<file path="src/rtl/iovi_pkg.sv">
// iovi_pkg: shared types and constants of the interval overlap indexer
// no dependencies; used by iovi_cell and interval_overlap_indexer_unit
package iovi_pkg;

    localparam int BACK_W = 10;
    localparam int ACT_W = 12;
    localparam int CFG_W = 11;
    localparam int CFG_IDX_W = 1;

    localparam logic [CFG_IDX_W-1:0] REG_FIRST_BACK = 1'b0;
    localparam logic [CFG_IDX_W-1:0] REG_FIRST_ACTIVE = 1'b1;

    localparam logic [BACK_W-1:0] BACK_MAX = 10'd1023;
    localparam logic signed [ACT_W-1:0] ACTIVE_MAX = 12'sd1024;
    localparam logic signed [ACT_W-1:0] ACTIVE_MIN = -12'sd1024;

    typedef enum logic [1:0] {
        ST_IDLE,
        ST_WALK,
        ST_FIN
    } t_state;

    // control part of the query token that runs down the cell chain
    typedef struct packed {
        logic valid;
        logic walking;
    } t_tok;

endpackage

</file>
<file path="src/rtl/iovi_cell.sv">
// iovi_cell: one cell of the end store chain, holds one stored end
// and updates the passing query token; depends on iovi_pkg
module iovi_cell #(
    parameter int IW = 11,
    parameter int CB = 31,
    parameter int J = 0
) (
    input  logic                  i_clk,
    input  logic                  i_rst_n,
    input  logic                  i_we,
    input  logic [IW-1:0]         i_widx,
    input  logic [CB-1:0]         i_end,
    input  logic [CB-1:0]         i_start,
    input  logic [CB-1:0]         i_pstart,
    input  logic [IW-1:0]         i_lo,
    input  logic [IW-1:0]         i_idx,
    input  iovi_pkg::t_tok        i_tok,
    input  logic [IW-1:0]         i_cnt,
    input  logic [IW-1:0]         i_adv,
    output iovi_pkg::t_tok        o_tok,
    output logic [IW-1:0]         o_cnt,
    output logic [IW-1:0]         o_adv
);

    localparam logic [IW-1:0] CELL_IDX = IW'(J);

    logic [CB-1:0] r_end;
    iovi_pkg::t_tok r_tok;
    logic [IW-1:0] r_cnt;
    logic [IW-1:0] r_adv;

    iovi_pkg::t_tok n_tok;
    logic [IW-1:0] n_cnt;
    logic [IW-1:0] n_adv;
    logic in_set;

    always_ff @(posedge i_clk) begin
        if (i_we && i_widx == CELL_IDX) begin
            r_end <= i_end;
        end
    end

    always_comb begin
        in_set = CELL_IDX < i_idx;
        n_tok = i_tok;
        n_cnt = i_cnt;
        n_adv = i_adv;
        if (in_set && r_end >= i_pstart && r_end < i_start) begin
            n_cnt = i_cnt + 1'b1;
        end
        // leading run of the window whose ends do not pass the new start
        if (in_set && i_tok.walking && CELL_IDX >= i_lo) begin
            if (r_end > i_start) begin
                n_tok.walking = 1'b0;
            end else begin
                n_adv = i_adv + 1'b1;
            end
        end
    end

    always_ff @(posedge i_clk) begin
        if (!i_rst_n) begin
            r_tok <= '0;
        end else begin
            r_tok <= n_tok;
        end
        r_cnt <= n_cnt;
        r_adv <= n_adv;
    end

    assign o_tok = r_tok;
    assign o_cnt = r_cnt;
    assign o_adv = r_adv;

endmodule

</file>
<file path="config.mk">
export PLATFORM = sky130hd
export DESIGN_NAME = iovi_cell
export DESIGN_NICKNAME = d
export VERILOG_FILES = /design/src/rtl/iovi_pkg.sv /design/src/rtl/iovi_cell.sv
export SDC_FILE = /design/constraint.sdc
export NUM_CORES = 1
export LEC_CHECK = 0
export ABC_AREA = 0
export BUFFER_PORTS_ARGS = -buffer_cell sky130_fd_sc_hd__buf_2
export CORE_ASPECT_RATIO = 1.1
export CORE_MARGIN = 1.5
export CORE_UTILIZATION = 42
export DETAILED_ROUTE_END_ITERATION = 16
export PLACE_DENSITY = 0.75
export SYNTH_ARGS = -nofsm -noshare
export SYNTH_HDL_FRONTEND = slang
export SYNTH_SLANG_ARGS = --single-unit
</file>
<file path="constraint.sdc">
create_clock -name i_clk -period 2.55 [get_ports i_clk]
set_input_delay 0.51 -clock i_clk [delete_from_list [all_inputs] [get_ports i_clk]]
set_output_delay 0.51 -clock i_clk [all_outputs]
set_load 0.005 [all_outputs]
</file>
; ---- After elaboration in Yosys (flattened, before gate mapping)
; Cells that the tools add are included.
[word_totals]
word_cells = 23
mem_bits_rw = 0
output_inout_bits = 24
n_memories = 0
inputBits = 153
rom_bits = 0
ff_bits = 55
latch_bits = 0
[classes]
reduce_logical = 6
bitwise_logic = 0
add_sub_neg = 2
shifts = 0
magnitude_cmp = 5
eq_ne = 0
div_mod_pow = 0
n_mux = 5
n_mul = 0
[ops]
columns = operator, n
row1 = 11-bit 2-to-1 mux, 3
row2 = 31-bit >= comparator, 1
row3 = 31-bit > comparator, 1
row4 = 31-bit < comparator, 1
row5 = 11-bit by 1-bit adder with 11-bit output (second input constant), 2
row6 = 1-bit by 11-bit >= comparator with 1-bit output (first input constant), 1
row7 = 11-bit zero test, 1
row8 = 1-bit by 11-bit < comparator with 1-bit output (first input constant), 1
row9 = 1-bit logical AND, 5
row10 = 1-bit 2-to-1 mux, 2

; ---- Depth between registers and ports, before layout
[logic_depth]
ltp_word = 4
depth_mapped = 11
depth_no_buf = 10

; ---- Least setup slack after synthesis
; OpenSTA, ideal clock, no wires.
[synth_path]
kind = input port to flip-flop
start = input i_start[2]
end = register r_cnt[7], in the netlist o_cnt[7]
setup_slack_ns = -0.143
path_buffers = 1
arrival_ns = 2.621
setup_ns = 0.072
t_required_ns = 2.478
path_stages = 11
path_cell_list = inv_1 -> ha_1 -> a21oi_2 -> a21oi_1 -> o31a_1 -> o41a_1 -> a2111oi_4 -> nand3_2 -> buf_6 -> nor3_2 -> xor2_1
[synth_via]
elab_chain_len = 3
[synth_lines]
columns = element, line
row1 = start: declaration, iovi_cell.sv:13  ; input logic [CB-1:0] i_start,
row2 = 31-bit < comparator, iovi_cell.sv:48  ; if (in_set && r_end >= i_pstart && r_end < i_start) begin
row3 = 1-bit logical AND, iovi_cell.sv:48
row4 = 11-bit 2-to-1 mux, iovi_cell.sv:48
row5 = via n_cnt[7], iovi_cell.sv:33  ; logic [IW-1:0] n_cnt;
row6 = end signal: assignment, iovi_cell.sv:67  ; r_cnt <= n_cnt;
row7 = end: declaration, iovi_cell.sv:29  ; logic [IW-1:0] r_cnt;
; The timed path passes the listed nets, and every way through them passes these cells.
; A chain may end at the register's enable or synchronous reset.

; ---- Final worst setup path
[layout_path]
start = register r_end[3]
end = register r_adv[10], in the netlist o_adv[10]
[layout_via]
elab_chain_len = 3
[layout_lines]
columns = element, line
row1 = start: declaration, iovi_cell.sv:27  ; logic [CB-1:0] r_end;
row2 = start signal: assignment, iovi_cell.sv:39  ; r_end <= i_end;
row3 = 31-bit > comparator, iovi_cell.sv:53  ; if (r_end > i_start) begin
row4 = 11-bit 2-to-1 mux, iovi_cell.sv:53
row5 = 11-bit 2-to-1 mux, iovi_cell.sv:52  ; if (in_set && i_tok.walking && CELL_IDX >= i_lo) begin
row6 = via n_adv[10], iovi_cell.sv:34  ; logic [IW-1:0] n_adv;
row7 = end signal: assignment, iovi_cell.sv:68  ; r_adv <= n_adv;
row8 = end: declaration, iovi_cell.sv:30  ; logic [IW-1:0] r_adv;
; The timed path passes the listed nets, and every way through them passes these cells.

==> flow_metrics.tcl <==
set metrics [dict create \
    status "finished with violations" \
    violations "negative setup slack" \
    start_util 0.4308 \
    vias_per_cell 4.833 \
    hpwl_um 7755 \
    path_cells "ha_1 -> nand4_1 -> a21oi_2 -> o31a_1 -> o41a_1 -> a2111oi_4 -> buf_4 -> o21bai_4 -> nor4_2 -> xor2_1" \
    avgSynthCellArea_um2 10.18 \
    num_rows 35 \
    io_pins 177 \
    num_antenna_cells 0 \
    dp_cells 656 \
    cts_inserted_buffers 5 \
    drc 0 \
    met1Wirelength_um 3724 \
    drtAntennaViolNets 0 \
    drt_iter0_markers 46 \
    clk_latency_ns 0.31 \
    vdd_drop_max_v 0.0002211 \
    routed-wl-met2_um 5105 \
    antenna_found_initial 0 \
    leakagePower_nw 2.635 \
    setup_violations 11 \
    hold_class "in -> reg" \
    vias 3267 \
    critPathRequiredTime_ns 2.80 \
    place_area_mm2 0.004737 \
    final_nets 781 \
    yosys_warnings 0 \
    netlist-cell-type-count 40 \
    stdcell_count 676 \
    worstPathArrival_ns 2.89 \
    ctsLongestPathBuffers 2 \
    htreeDepth 2 \
    maxCapViolCount 0 \
    synth_top_area_share 0.2597 \
    grt_pass1_vias 3494 \
    core_area_mm2 0.008320 \
    wl_per_cell_um 14.03 \
    die_area_mm2 0.009099 \
    overflow 0 \
    synth_fp_nets 569 \
    ys_ff_latch 55 \
    finalWorstSetupSlack_ns -0.09373 \
    wl_met3_um 500 \
    finalCritPeriodShare 1.037 \
    path_class "reg -> reg" \
    chipHeight_um 99.90 \
    yosys.area.top_type "edfxtp_1" \
    max-slew-margin-rel 0.7187 \
    tightestPinTransition_ns 0.4220 \
    start_kind "flip-flop" \
    power.density_mw_per_mm2 357.2 \
    area_delta_synth_final_pct 42.83 \
    cts_root_buf "clkbuf_8" \
    netlist_area_mm2 0.003585 \
    track_usage 0.2096 \
    cp_max_fo 6 \
    place_ws_ns -0.3912 \
    syn_inst 352 \
    max_clock_freq_mhz 378.3 \
    tns_ns -0.3816 \
    hold_violations 0 \
    drive_above_1_share 0.4442 \
    cts.sinks 55 \
    gp_congestion 0.8268 \
    yosysSeqAreaShare 0.3937 \
    final_area_mm2 0.005120 \
    finalPower_mw 1.829 \
    grt_pass1_wl_um 15260 \
    chipWidth_um 91.09 \
    clkTransAtPathRegs_ns 0.11 \
    period_needed_ns 2.644 \
    dr.pass1.iters 4 \
    grt_max_degree 32 \
    synth_area_leaders "edfxtp_1 26%, ha_1 22%, dfxtp_1 13%" \
    routed_wl_um 9481 \
    cpPeakStageDelay_ns 0.41 \
    rsz0062_at_grt "yes" \
    drv_slew 0 \
    routed.top_layer "met4" \
    portBuffers 176 \
    worstSetupEndpointType "flip-flop" \
    finClkSkew_ns 0.007921 \
    cts_tree "built" \
    critPathSlowestCell "edfxtp_1" \
]
power by group:
part | switching [mW] | total [mW] | internal, mW
Sequential | 0.00609 | 0.963 | 0.957
Combinational | 0.168 | 0.361 | 0.193
Clock | 0.305 | 0.505 | 0.199
flip-flops by register name, summed over array words and instances (netlist names):
| signal | count |
|---|---|
| r_end | 31 |
| o_adv | 11 |
| o_cnt | 11 |
| o_tok | 2 |
cell usage after synthesis, drive strengths merged:
master    n
nand3b    1
nor2     12
xnor2     6
a211oi    2
ha       64
and3      3
nor4b     2
a221oi    2
and2      2
a211o     1
o211ai    1
o21bai    1
nor3     12
a2111oi   1
a21o      7
o21ai    10
dfxtp    24
a21boi    2
o31a      1
nand3    15
a221o     1
o41a      1
a41oi     1
nor2b     2
nand4     9
and4      7
nor4      8
a21oi    21
nand2    16
mux2      2
xor2     14
buf       2
inv      68
edfxtp   31
worst max-delay path: cells and delay by family, from the launching register on:
| family | cells | cell delay [ns] |
|---|---|---|
| AO/OA/AOI/OAI | 5 | 1.11 |
| XOR/XNOR | 1 | 0.15 |
| adder cells (fa/ha/maj) | 1 | 0.30 |
| buffers and inverters | 1 | 0.22 |
| flip-flops | 1 | 0.41 |
| AND/OR/NAND/NOR | 2 | 0.40 |
metal layers:
layer  track usage  up-vias
met5             0        -
met4       0.07091        0
met3       0.03939       11
met2        0.4150      101
met1        0.2190     1490
li1              -     1665
metrics by stage:
| step | util | hold slack, ns |
|---|---|---|
| after floorplan | - | 0.6067 |
| after global placement | 0.5693 | 0.6885 |
| after detailed placement | 0.5693 | 0.6882 |
| after CTS | 0.6008 | 0.3555 |
| after global routing | 0.6153 | 0.3501 |
| final | 0.6153 | 0.3649 |
path summary, 6_finish.rpt:
| check | startpoint | endpoint | slack [ns] | cells after the start |
|---|---|---|---|---|
| hold / removal | i_end[27] | r_end[27] | 0.36 | 1 |
| setup reg to reg | r_end[3] | o_adv[10] | -0.09 | 10 |
| setup / recovery | r_end[3] | o_adv[10] | -0.09 | 10 |
| hold reg to reg | r_end[30] | o_cnt[10] | 1.07 | 6 |
cell type report:
class / instances / area, µm²
Fill cell: 704 / 3201
Multi-Input combinational cell: 228 / 2102
Sequential cell: 55 / 1411
Timing Repair Buffer: 206 / 1125
Inverter: 68 / 255.2
Tap cell: 111 / 138.9
Clock buffer: 6 / 72.57
Clock inverter: 2 / 15.01
layout by cell type, fill, tap and decap left out, drive strengths merged, types with 3 or more instances in the layout:
| cell | n |
|---|---|
| xor2 | 14 |
| buf | 206 |
| xnor2 | 6 |
| nor2 | 12 |
| a21o | 7 |
| and4 | 7 |
| dfxtp | 24 |
| nor4 | 8 |
| nor3 | 12 |
| inv | 70 |
| ha | 64 |
| nand4 | 9 |
| a21oi | 21 |
| edfxtp | 31 |
| nand3 | 15 |
| nand2 | 16 |
| o21ai | 10 |
| and3 | 3 |
| clkbuf | 6 |
kinds of logic (layout without fill, tap and decap cells):
| family | after synthesis | in the layout | share of synthesized area |
|---|---|---|---|
| compound gates | 52 | 53 | 0.09983 |
| xor+xnor | 20 | 20 | 0.04887 |
| mux | 2 | 2 | 0.006282 |
| buf+inv | 70 | 282 | 0.07749 |
| flops | 55 | 55 | 0.3937 |
| simple gates | 89 | 89 | 0.1504 |
| fa+ha+maj | 64 | 64 | 0.2234 |
repair_timing:
| action | in CTS | in global routing |
|---|---|---|
| resized for setup | 19 | 17 |
| endpoints found under the hold margin | 0 | 0 |
| hold buffers | 0 | 0 |
| gates cloned | 1 | 0 |
| pin swaps | 11 | 14 |
| endpoints found under the setup margin | 20 | 21 |
| setup buffers | 7 | 5 |
Note: power is estimated with default switching activity, not from simulation.
